[src/sv/crb_pkg.sv]
// Shared types and constants of the cubic root bisection block.
// No dependencies; imported by crb_cfg_regs, crb_horner and cubic_root_bisection.
package crb_pkg;

    localparam int DEF_VALUE_WIDTH   = 32;
    localparam int DEF_FRACTION_BITS = 16;

    localparam int COEF_W     = 32;
    localparam int X_W        = 32;
    localparam int TOL_W      = 31;
    localparam int LIMIT_W    = 8;
    localparam int STEP_W     = 8;
    localparam int STATUS_W   = 2;
    localparam int CFG_IDX_W  = 3;
    localparam int CFG_DATA_W = 32;
    localparam int RES_W      = 32;

    localparam logic [LIMIT_W-1:0] LIMIT_RESET = LIMIT_W'(100);

    localparam logic signed [63:0] RES_MAX = 64'sd2147483647;
    localparam logic signed [63:0] RES_MIN = -64'sd2147483648;

    typedef enum logic [CFG_IDX_W-1:0] {
        CFG_CUBIC  = 3'd0,
        CFG_SQUARE = 3'd1,
        CFG_LINEAR = 3'd2,
        CFG_CONST  = 3'd3,
        CFG_TOL    = 3'd4,
        CFG_LIMIT  = 3'd5
    } t_cfg_idx;

    typedef enum logic [STATUS_W-1:0] {
        ST_CONVERGED = 2'd0,
        ST_NO_SIGN   = 2'd1,
        ST_LIMIT     = 2'd2
    } t_status;

    typedef struct packed {
        logic signed [COEF_W-1:0] cubic;
        logic signed [COEF_W-1:0] square;
        logic signed [COEF_W-1:0] linear;
        logic signed [COEF_W-1:0] const_term;
    } t_coefs;

    typedef struct packed {
        logic                  kick;
        logic signed [X_W-1:0] x;
    } t_hrn_req;

endpackage

[src/sv/crb_cfg_regs.sv]
// Configuration register file: coefficients, tolerance and iteration limit.
// Depends on crb_pkg.
module crb_cfg_regs #(
    parameter int FRACTION_BITS = crb_pkg::DEF_FRACTION_BITS
) (
    input  logic                               i_clk,
    input  logic                               i_rst_n,
    input  logic                               i_wr_en,
    input  logic [crb_pkg::CFG_IDX_W-1:0]      i_wr_index,
    input  logic [crb_pkg::CFG_DATA_W-1:0]     i_wr_data,
    output crb_pkg::t_coefs                    o_coefs,
    output logic [crb_pkg::TOL_W-1:0]          o_tolerance,
    output logic [crb_pkg::LIMIT_W-1:0]        o_limit
);
    import crb_pkg::*;

    // round(0.001 * 2^F)
    localparam logic [TOL_W-1:0] TOL_RESET =
        TOL_W'(((64'd1 << FRACTION_BITS) + 64'd500) / 64'd1000);

    t_coefs             r_coefs;
    logic [TOL_W-1:0]   r_tol;
    logic [LIMIT_W-1:0] r_limit;

    always_ff @(posedge i_clk) begin
        if (!i_rst_n) begin
            r_coefs <= '0;
            r_tol   <= TOL_RESET;
            r_limit <= LIMIT_RESET;
        end else if (i_wr_en) begin
            unique case (i_wr_index)
                CFG_CUBIC:  r_coefs.cubic      <= signed'(i_wr_data);
                CFG_SQUARE: r_coefs.square     <= signed'(i_wr_data);
                CFG_LINEAR: r_coefs.linear     <= signed'(i_wr_data);
                CFG_CONST:  r_coefs.const_term <= signed'(i_wr_data);
                CFG_TOL:    r_tol              <= i_wr_data[TOL_W-1:0];
                CFG_LIMIT:  r_limit            <= i_wr_data[LIMIT_W-1:0];
                default: ; // drop writes to unused indexes
            endcase
        end
    end

    assign o_coefs     = r_coefs;
    assign o_tolerance = r_tol;
    assign o_limit     = r_limit;

endmodule

[src/sv/crb_horner.sv]
// Shared multiply unit evaluating the cubic by Horner's rule, one product at a time.
// Depends on crb_pkg.
module crb_horner #(
    parameter int VALUE_WIDTH   = crb_pkg::DEF_VALUE_WIDTH,
    parameter int FRACTION_BITS = crb_pkg::DEF_FRACTION_BITS
) (
    input  logic                          i_clk,
    input  logic                          i_rst_n,
    input  crb_pkg::t_hrn_req             i_req,
    input  crb_pkg::t_coefs               i_coefs,
    output logic                          o_done,
    output logic signed [VALUE_WIDTH-1:0] o_value
);
    import crb_pkg::*;

    localparam int CHUNKS  = (VALUE_WIDTH + 31) / 32;
    localparam int CHUNK_W = (CHUNKS > 1) ? $clog2(CHUNKS) : 1;
    localparam int MAG_W   = 32 * CHUNKS;
    localparam int PROD_W  = MAG_W + X_W;

    localparam logic [PROD_W-1:0]   CAP    = PROD_W'(1) << (VALUE_WIDTH - 1);
    localparam logic signed [63:0]  SAT_HI = (64'sd1 <<< (VALUE_WIDTH - 1)) - 64'sd1;
    localparam logic signed [63:0]  SAT_LO = -(64'sd1 <<< (VALUE_WIDTH - 1));
    localparam logic [VALUE_WIDTH-1:0] V_MAX = {1'b0, {(VALUE_WIDTH-1){1'b1}}};
    localparam logic [VALUE_WIDTH-1:0] V_MIN = {1'b1, {(VALUE_WIDTH-1){1'b0}}};

    typedef enum logic [2:0] {
        H_IDLE = 3'b001,
        H_MUL  = 3'b010,
        H_ADD  = 3'b100
    } t_hrn_phase;

    function automatic logic signed [VALUE_WIDTH-1:0] sat_coef(
        input logic signed [COEF_W-1:0] c
    );
        logic signed [63:0] c64;
        begin
            c64 = 64'(c);
            if (c64 > SAT_HI)
                return SAT_HI[VALUE_WIDTH-1:0];
            else if (c64 < SAT_LO)
                return SAT_LO[VALUE_WIDTH-1:0];
            else
                return c64[VALUE_WIDTH-1:0];
        end
    endfunction

    t_hrn_phase                    r_phase;
    logic                          r_done;
    logic [1:0]                    r_term;
    logic [CHUNK_W-1:0]            r_chunk;
    logic signed [VALUE_WIDTH-1:0] r_acc;
    logic [X_W-1:0]                r_xmag;
    logic                          r_xneg;
    logic [PROD_W-1:0]             r_prod;

    logic                          acc_neg;
    logic [VALUE_WIDTH-1:0]        acc_mag;
    logic [MAG_W-1:0]              acc_pad;
    logic [31:0]                   chunk;
    logic [63:0]                   pp;
    logic [PROD_W-1:0]             pp_shift;
    logic [PROD_W-1:0]             mag_sh;
    logic                          prod_neg;
    logic [VALUE_WIDTH-1:0]        m;
    logic signed [VALUE_WIDTH-1:0] coef;
    logic [VALUE_WIDTH:0]          sum;
    logic [VALUE_WIDTH-1:0]        sum_sat;
    logic [X_W-1:0]                x_mag;

    // multiply stage: one 32-bit chunk of |acc| against |x| per cycle
    assign acc_neg  = r_acc[VALUE_WIDTH-1];
    assign acc_mag  = acc_neg ? (~r_acc + 1'b1) : r_acc;
    assign acc_pad  = MAG_W'(acc_mag);
    assign chunk    = acc_pad[32*r_chunk +: 32];
    assign pp       = chunk * r_xmag;
    assign pp_shift = PROD_W'(pp) << (32 * r_chunk);

    // add stage: truncate toward zero, saturate, add coefficient, saturate
    assign mag_sh   = r_prod >> FRACTION_BITS;
    assign prod_neg = acc_neg ^ r_xneg;

    always_comb begin
        if (mag_sh >= CAP)
            m = prod_neg ? V_MIN : V_MAX;
        else if (prod_neg)
            m = ~mag_sh[VALUE_WIDTH-1:0] + 1'b1;
        else
            m = mag_sh[VALUE_WIDTH-1:0];
    end

    always_comb begin
        case (r_term)
            2'd0:    coef = sat_coef(i_coefs.square);
            2'd1:    coef = sat_coef(i_coefs.linear);
            default: coef = sat_coef(i_coefs.const_term);
        endcase
    end

    assign sum = {m[VALUE_WIDTH-1], m} + {coef[VALUE_WIDTH-1], coef};

    always_comb begin
        if (sum[VALUE_WIDTH] != sum[VALUE_WIDTH-1])
            sum_sat = sum[VALUE_WIDTH] ? V_MIN : V_MAX;
        else
            sum_sat = sum[VALUE_WIDTH-1:0];
    end

    assign x_mag = i_req.x[X_W-1] ? (~i_req.x + 1'b1) : i_req.x;

    always_ff @(posedge i_clk) begin
        if (!i_rst_n) begin
            r_phase <= H_IDLE;
            r_done  <= 1'b0;
        end else begin
            r_done <= 1'b0;
            if (i_req.kick) begin
                r_phase <= H_MUL;
            end else begin
                unique case (r_phase)
                    H_IDLE: r_phase <= H_IDLE;
                    H_MUL: begin
                        if (r_chunk == CHUNK_W'(CHUNKS - 1))
                            r_phase <= H_ADD;
                    end
                    H_ADD: begin
                        if (r_term == 2'd2) begin
                            r_phase <= H_IDLE;
                            r_done  <= 1'b1;
                        end else begin
                            r_phase <= H_MUL;
                        end
                    end
                    default: r_phase <= H_IDLE;
                endcase
            end
        end
    end

    always_ff @(posedge i_clk) begin
        if (i_req.kick) begin
            r_acc   <= sat_coef(i_coefs.cubic);
            r_xmag  <= x_mag;
            r_xneg  <= i_req.x[X_W-1];
            r_term  <= 2'd0;
            r_chunk <= '0;
        end else if (r_phase == H_MUL) begin
            r_prod  <= ((r_chunk == '0) ? '0 : r_prod) + pp_shift;
            r_chunk <= (r_chunk == CHUNK_W'(CHUNKS - 1)) ? '0 : r_chunk + 1'b1;
        end else if (r_phase == H_ADD) begin
            r_acc  <= signed'(sum_sat);
            r_term <= r_term + 1'b1;
        end
    end

    assign o_done  = r_done;
    assign o_value = r_acc;

endmodule

[src/sv/cubic_root_bisection.sv]
// Top level of the cubic root bisection block: sequencer, interval registers, result beat.
// Depends on crb_pkg, crb_cfg_regs and crb_horner.
//
// Usage
//   Request: drive i_range_start / i_range_end and raise start; the beat is
//   taken at a rising edge with start high and busy low. busy rises in the
//   next cycle and stays high until the result beat.
//   Result: o_done is high for exactly one cycle with o_root, o_residual,
//   o_steps_used and o_status; the receiver cannot stall it, so sample it
//   then. busy is already low in that cycle, so a new request may be taken
//   in the very cycle the result is shown.
//   Configuration: write register i_cfg_index with i_cfg_data when
//   i_cfg_valid and o_cfg_ready are high; o_cfg_ready is always high. Write
//   only while busy is low and no result is pending.
// Evaluation
//   One evaluation of the cubic runs three products on the shared multiplier;
//   each runs a multiply phase over the C = ceil(VALUE_WIDTH/32) 32-bit chunks
//   of |acc|, then an add phase for the next coefficient. A request evaluates
//   the low end, the high end, then, if the signs differ, one midpoint per step.
// Reset
//   Synchronous, active low: the sequencer goes idle, no result is pending,
//   coefficients clear, tolerance returns to round(0.001*2^F), limit to 100.
module cubic_root_bisection #(
    parameter int VALUE_WIDTH   = crb_pkg::DEF_VALUE_WIDTH,
    parameter int FRACTION_BITS = crb_pkg::DEF_FRACTION_BITS
) (
    input  logic                                  i_clk,
    input  logic                                  i_rst_n,
    input  logic                                  start,
    output logic                                  busy,
    input  logic signed [crb_pkg::X_W-1:0]        i_range_start,
    input  logic signed [crb_pkg::X_W-1:0]        i_range_end,
    input  logic                                  i_cfg_valid,
    output logic                                  o_cfg_ready,
    input  logic [crb_pkg::CFG_IDX_W-1:0]         i_cfg_index,
    input  logic [crb_pkg::CFG_DATA_W-1:0]        i_cfg_data,
    output logic                                  o_done,
    output logic signed [crb_pkg::RES_W-1:0]      o_root,
    output logic signed [crb_pkg::RES_W-1:0]      o_residual,
    output logic [crb_pkg::STEP_W-1:0]            o_steps_used,
    output logic [crb_pkg::STATUS_W-1:0]          o_status
);
    import crb_pkg::*;

    localparam int CMP_W = (VALUE_WIDTH > TOL_W) ? VALUE_WIDTH : TOL_W;

    typedef enum logic [4:0] {
        S_IDLE     = 5'b00001,
        S_EVAL_LO  = 5'b00010,
        S_EVAL_HI  = 5'b00100,
        S_MID      = 5'b01000,
        S_EVAL_MID = 5'b10000
    } t_seq_state;

    // Saturate a cubic value to the 32-bit residual field.
    function automatic logic [RES_W-1:0] sat_res(
        input logic signed [VALUE_WIDTH-1:0] v
    );
        logic signed [63:0] v64;
        begin
            v64 = 64'(v);
            if (v64 > RES_MAX)
                return RES_MAX[RES_W-1:0];
            else if (v64 < RES_MIN)
                return RES_MIN[RES_W-1:0];
            else
                return v64[RES_W-1:0];
        end
    endfunction

    t_coefs                        coefs;
    logic [TOL_W-1:0]              tol;
    logic [LIMIT_W-1:0]            limit;
    t_hrn_req                      h_req;
    logic                          h_done;
    logic signed [VALUE_WIDTH-1:0] h_value;

    t_seq_state                    r_state, n_state;
    logic signed [X_W-1:0]         r_low;
    logic signed [X_W-1:0]         r_high;
    logic signed [X_W-1:0]         r_mid;
    logic signed [VALUE_WIDTH-1:0] r_flo;
    logic                          r_low_sign;
    logic [STEP_W-1:0]             r_step;
    logic                          r_done;
    logic [RES_W-1:0]              r_root;
    logic [RES_W-1:0]              r_residual;
    logic [STEP_W-1:0]             r_steps_used;
    t_status                       r_status;

    logic [X_W:0]                  mid_sum;
    logic [X_W:0]                  mid_adj;
    logic signed [X_W-1:0]         mid_x;
    logic [X_W:0]                  diff;
    logic [X_W:0]                  wmag;
    logic [VALUE_WIDTH-1:0]        fmag;
    logic                          conv;
    logic                          no_sign;
    logic [STEP_W-1:0]             step_n;
    logic                          accept;

    crb_cfg_regs #(
        .FRACTION_BITS (FRACTION_BITS)
    ) u_cfg (
        .i_clk       (i_clk),
        .i_rst_n     (i_rst_n),
        .i_wr_en     (i_cfg_valid & o_cfg_ready),
        .i_wr_index  (i_cfg_index),
        .i_wr_data   (i_cfg_data),
        .o_coefs     (coefs),
        .o_tolerance (tol),
        .o_limit     (limit)
    );

    crb_horner #(
        .VALUE_WIDTH   (VALUE_WIDTH),
        .FRACTION_BITS (FRACTION_BITS)
    ) u_horner (
        .i_clk   (i_clk),
        .i_rst_n (i_rst_n),
        .i_req   (h_req),
        .i_coefs (coefs),
        .o_done  (h_done),
        .o_value (h_value)
    );

    assign accept      = start & ~busy;
    assign busy        = (r_state != S_IDLE);
    assign o_cfg_ready = 1'b1;

    // midpoint of the current interval, truncated toward zero
    assign mid_sum = {r_low[X_W-1], r_low} + {r_high[X_W-1], r_high};
    assign mid_adj = mid_sum + {{X_W{1'b0}}, mid_sum[X_W]};
    assign mid_x   = signed'(mid_adj[X_W:1]);

    // stop tests: |f(mid)| and |high - low| against the tolerance
    assign diff  = {r_high[X_W-1], r_high} - {r_low[X_W-1], r_low};
    assign wmag  = diff[X_W] ? (~diff + 1'b1) : diff;
    assign fmag  = h_value[VALUE_WIDTH-1] ? (~h_value + 1'b1) : h_value;
    assign conv  = (CMP_W'(fmag) <= CMP_W'(tol)) || (wmag <= (X_W+1)'(tol));

    // no strict sign change across the endpoints
    assign no_sign = (r_flo == '0) || (h_value == '0) ||
                     (r_flo[VALUE_WIDTH-1] == h_value[VALUE_WIDTH-1]);

    assign step_n = r_step + 1'b1;

    // feed the shared unit: low end on accept, high end after it, then midpoints
    always_comb begin
        h_req.kick = 1'b0;
        h_req.x    = i_range_start;
        unique case (r_state)
            S_IDLE: begin
                h_req.kick = accept;
                h_req.x    = i_range_start;
            end
            S_EVAL_LO: begin
                h_req.kick = h_done;
                h_req.x    = r_high;
            end
            S_MID: begin
                h_req.kick = 1'b1;
                h_req.x    = mid_x;
            end
            S_EVAL_HI, S_EVAL_MID: begin
                h_req.kick = 1'b0;
                h_req.x    = r_mid;
            end
            default: begin
                h_req.kick = 1'b0;
                h_req.x    = r_mid;
            end
        endcase
    end

    always_comb begin
        n_state = r_state;
        unique case (r_state)
            S_IDLE:     if (accept) n_state = S_EVAL_LO;
            S_EVAL_LO:  if (h_done) n_state = S_EVAL_HI;
            S_EVAL_HI:  if (h_done) n_state = no_sign ? S_IDLE : S_MID;
            S_MID:      n_state = S_EVAL_MID;
            S_EVAL_MID: begin
                if (h_done)
                    n_state = (conv || step_n >= limit) ? S_IDLE : S_MID;
            end
            default:    n_state = S_IDLE;
        endcase
    end

    always_ff @(posedge i_clk) begin
        if (!i_rst_n) begin
            r_state <= S_IDLE;
            r_done  <= 1'b0;
        end else begin
            r_state <= n_state;
            r_done  <= (r_state == S_EVAL_HI && h_done && no_sign) ||
                       (r_state == S_EVAL_MID && h_done && (conv || step_n >= limit));
        end
    end

    // interval and result registers carry no reset
    always_ff @(posedge i_clk) begin
        unique case (r_state)
            S_IDLE: begin
                if (accept) begin
                    r_low  <= i_range_start;
                    r_high <= i_range_end;
                end
            end
            S_EVAL_LO: begin
                if (h_done)
                    r_flo <= h_value;
            end
            S_EVAL_HI: begin
                if (h_done) begin
                    r_low_sign <= r_flo[VALUE_WIDTH-1];
                    r_step     <= '0;
                    if (no_sign) begin
                        r_root       <= '0;
                        r_residual   <= '0;
                        r_steps_used <= '0;
                        r_status     <= ST_NO_SIGN;
                    end
                end
            end
            S_MID: begin
                r_mid <= mid_x;
            end
            S_EVAL_MID: begin
                if (h_done) begin
                    r_step <= step_n;
                    // move the end whose sign f(mid) shares
                    if (h_value[VALUE_WIDTH-1] != r_low_sign)
                        r_high <= r_mid;
                    else
                        r_low  <= r_mid;
                    r_root       <= r_mid;
                    r_residual   <= sat_res(h_value);
                    r_steps_used <= step_n;
                    r_status     <= conv ? ST_CONVERGED : ST_LIMIT;
                end
            end
            default: ;
        endcase
    end

    assign o_done       = r_done;
    assign o_root       = signed'(r_root);
    assign o_residual   = signed'(r_residual);
    assign o_steps_used = r_steps_used;
    assign o_status     = r_status;

    // busy drops only on the result beat
    a_busy_fall_done: assert property (@(posedge i_clk) disable iff (!i_rst_n)
        $fell(busy) |-> o_done)
        else $error("busy fell without a result beat");

    // an accepted request holds the block busy in the next cycle
    a_accept_busy: assert property (@(posedge i_clk) disable iff (!i_rst_n)
        accept |=> busy)
        else $error("request taken but block not busy");

    // a search that ran always reports at least one midpoint
    a_steps_nonzero: assert property (@(posedge i_clk) disable iff (!i_rst_n)
        (o_done && o_status != ST_NO_SIGN) |-> (o_steps_used != '0))
        else $error("bisection result with zero steps");

    // shared unit only finishes while the sequencer waits on it
    a_done_in_eval: assert property (@(posedge i_clk) disable iff (!i_rst_n)
        h_done |-> (r_state == S_EVAL_LO || r_state == S_EVAL_HI ||
                    r_state == S_EVAL_MID))
        else $error("evaluation finished outside a wait state");

endmodule
[config.mk]
export PLATFORM = sky130hd
export DESIGN_NAME = cubic_root_bisection
export DESIGN_NICKNAME = d
export VERILOG_FILES = /design/src/sv/crb_pkg.sv /design/src/sv/crb_cfg_regs.sv /design/src/sv/crb_horner.sv /design/src/sv/cubic_root_bisection.sv
export SDC_FILE = /design/constraint.sdc
export NUM_CORES = 2
export LEC_CHECK = 0
export BUFFER_PORTS_ARGS = -buffer_cell sky130_fd_sc_hd__buf_2
export CAP_MARGIN = 40
export CORE_AREA = 8 8 513 515
export CTS_BUF_LIST = sky130_fd_sc_hd__clkbuf_8
export CTS_CLUSTER_SIZE = 28
export DETAILED_ROUTE_END_ITERATION = 6
export DIE_AREA = 0 0 521 523
export GPL_ROUTABILITY_DRIVEN = 1
export GPL_TIMING_DRIVEN = 0
export SLEW_MARGIN = 20
export SYNTH_ARGS = -nofsm -noshare
export SYNTH_HDL_FRONTEND = slang
export SYNTH_SLANG_ARGS = --single-unit
[constraint.sdc]
create_clock -name i_clk -period 10.5 [get_ports i_clk]
set_input_delay 2.1 -clock i_clk [delete_from_list [all_inputs] [get_ports i_clk]]
set_output_delay 2.1 -clock i_clk [all_outputs]
set_load 0.01 [all_outputs]
==> results.txt <==
IO buf count = 177
Total Routed Length = 262 mm
root buf cell = clkbuf_8
critical path required time = 11.02 ns
leading area contributor after synthesis = fa_1
failing checks = negative setup slack
total CTS buffers = 88
Post-synth EDFFs = 324
clk sinks = 503
syn_nets = 8408
ratio of cells with drive above 1 in the final layout = 11.2%
outcome = finished with violations
Setup WS pre-CTS = -1.94 ns
Final Util = 29.0%
endpoints failing setup = 1
routed length per instance = 23.9 um
DIE HEIGHT = 523 um
Seq/Total Area, Yosys = 21.0%
min cycle time layout = 10.55 ns
final instance area = 74000 sq um
top-area cell type share of the netlist area = 28.4%
CP arrival = 11.07 ns
top post-synthesis cells by area = fa_1, edfxtp_1, ha_1
asr flop ratio synth = 0%
num rows = 186
largest family of logic cells by synthesized area = adder cells
final hold violations = 0
most common cell after layout, fill and taps aside = nand2_1
synth warn = 0
Via density = 4.92
Multi-input gate area = 45700 sq um
grt ovf = 0
post-synthesis mux area share = 0.249%
Worst setup SP type = flop
DRC Markers = 0
nets = 8909
Worst Setup End Kind = flop
share of the synthesized area in compound gates (AO/OA/AOI/OAI) = 10.5%
Post-DP Area = 70100 sq um
DRT iter0 DRCs = 4963
via count = 53950
Hold Buf Count CTS = 0
Max Fanout on Critical Path = 10
vias in the first global route = 55649
Area Growth Syn to Fin = 16.8%
CP Class = flop to flop
initial antenna violation count = 35
most frequent cells in the layout = nand2_1, inv_1, fa_1
fmax = 94.8 MHz
CTS tree = built
Clock Tree Buf Depth = 3
max-cap violation count = 0
final setup margin = -0.0503 ns
post-synthesis xor/xnor area fraction = 3.18%
Post-Synthesis Cells = 6972
slowest CP cell = fa_1
final worst-path cycle share = 100%
Storage cell area = 13300 sq um
first-pass GRT wire length = 376 mm
Unique masters post-synth = 107
RSZ-0062 raised after global routing = true
Post-Synth Adder-Cell Area = 37.4%
Pins Over Slew Limit = 0
DRT Pass-1 Iters = 7
main flop type after synthesis = edfxtp_1
clk_skew = 0.0669 ns
most used cell along the critical path = fa_1
syn avg cell area = 9.09 sq um
total track usage = 18.7%
core area = 255000 sq um
Rel. slew slack = 33.4%
Worst-Margin Slew = 0.987 ns
post-synthesis cell area = 63400 sq um
gpl congestion = 1.02
DPL Wire Length = 217 mm
Die Area = 272000 sq um
ANT nets after route = 0
Crit path largest cell delay = 0.59 ns
Synth Area in Simple Gates = 19.0%
total of fill cells in the finished design = 26846
register bit total from synthesis = 503
# IOs = 180
clock slew at reported path FFs = 0.06 ns
Initial Utilization = 24.8%
DIE WIDTH = 521 um
pin count of the biggest net entering global routing = 44
CTS H-tree depth = 3
later-pin clock latency in the skew report = 0.83 ns
Hold WC Path Type = flop to flop
## synthesized netlist by cell type, drive strengths merged (32+ instances only)
library cell / count
fa: 898
edfxtp: 324
nor3: 70
a21boi: 185
nor2b: 36
clkbuf: 332
nand3: 82
nor4: 61
a21o: 81
ha: 435
o211ai: 32
dfxtp: 179
nand2b: 36
a21oi: 173
o21ai: 155
a22oi: 35
xnor2: 158
nand4: 34
nor2: 187
xor2: 72
and2: 642
inv: 1077
nand2: 1179
## critical path: cells and delay by family (launching register included)
family / cells / cell delay (ns)
AO/OA/AOI/OAI: 8 / 2.22
XOR/XNOR: 2 / 0.25
adder cells (fa/ha/maj): 10 / 4.54
buffers and inverters: 14 / 1.80
flip-flops: 1 / 0.36
AND/OR/NAND/NOR: 5 / 1.07
## cell families after synthesis
logic type | Yosys count
flops | 503
compound gates | 957
buf+inv | 1442
other cells | 1
simple gates | 2461
mux | 15
xor+xnor | 230
fa+ha+maj | 1363
## area by class of cell
type	count	share of cell area, %
Multi-Input combinational cell	5027	61.7
Tap cell	3384	5.72
Inverter	1079	5.48
Clock inverter	71	0.598
Buffer	360	2.41
Clock buffer	95	1.77
Antenna cell	22	0.0744
Sequential cell	503	18.0
Timing Repair Buffer	414	4.28
## registers in the layout, indices dropped and copies added, names as in the netlist, 2 cells and up
| signal | count |
|---|---|
| o_root | 32 |
| r_high | 32 |
| u_horner.r_term | 2 |
| u_cfg.o_limit | 8 |
| u_horner.o_value | 32 |
| u_cfg.o_coefs | 128 |
| r_step | 8 |
| r_mid | 32 |
| o_status | 2 |
| r_low | 32 |
| u_horner.r_prod | 48 |
| o_residual | 32 |
| u_cfg.o_tolerance | 31 |
| u_horner.r_phase | 3 |
| r_flo | 32 |
| u_horner.r_xmag | 32 |
| o_steps_used | 8 |
| r_state | 5 |
## timing repair
action / in CTS / in global routing
cloned: 0 / 0
resized for setup: 190 / 198
pin swaps: 45 / 136
setup endpoints to repair: 42 / 18
buffers inserted: 51 / 33
## final timing paths
check	slack, ns	cells past startpoint	endpoint	from
worst max-delay path	-0.05	39	u_horner.r_prod[61]$_DFFE_PP_	u_horner.o_value[0]$_DFFE_PP_
worst min-delay path	0.46	2	u_cfg.o_coefs[90]$_SDFFE_PN0P_	u_cfg.o_coefs[90]$_SDFFE_PN0P_
worst max register to register	-0.05	39	u_horner.r_prod[61]$_DFFE_PP_	u_horner.o_value[0]$_DFFE_PP_
worst min register to register	0.46	2	u_cfg.o_coefs[90]$_SDFFE_PN0P_	u_cfg.o_coefs[90]$_SDFFE_PN0P_
## layer usage
metal | share of wire [%] | GRT usage [%] | wire length [um]
met2 | 44 | 29.4 | 115000
met1 | 40 | 23.8 | 105000
met3 | 9.4 | 4.40 | 24600
met5 | 0.0092 | 0 | 24
met4 | 6.3 | 10.1 | 16500
## metrics by stage
step | setup TNS [ns] | instances | hold WS, ns
after floorplan | 0 | 6972 | 0.424
after global placement | -111.89 | 10533 | 0.441
after detailed placement | -32.45 | 10673 | 0.439
after CTS | -0.0954 | 10889 | 0.451
after global routing | -0.580 | 10935 | 0.481
final | -0.0503 | 10955 | 0.463
Power is left out: the tool's default activity adds up to more than one toggle a clock period on the data nets, which glitch-free logic cannot reach.
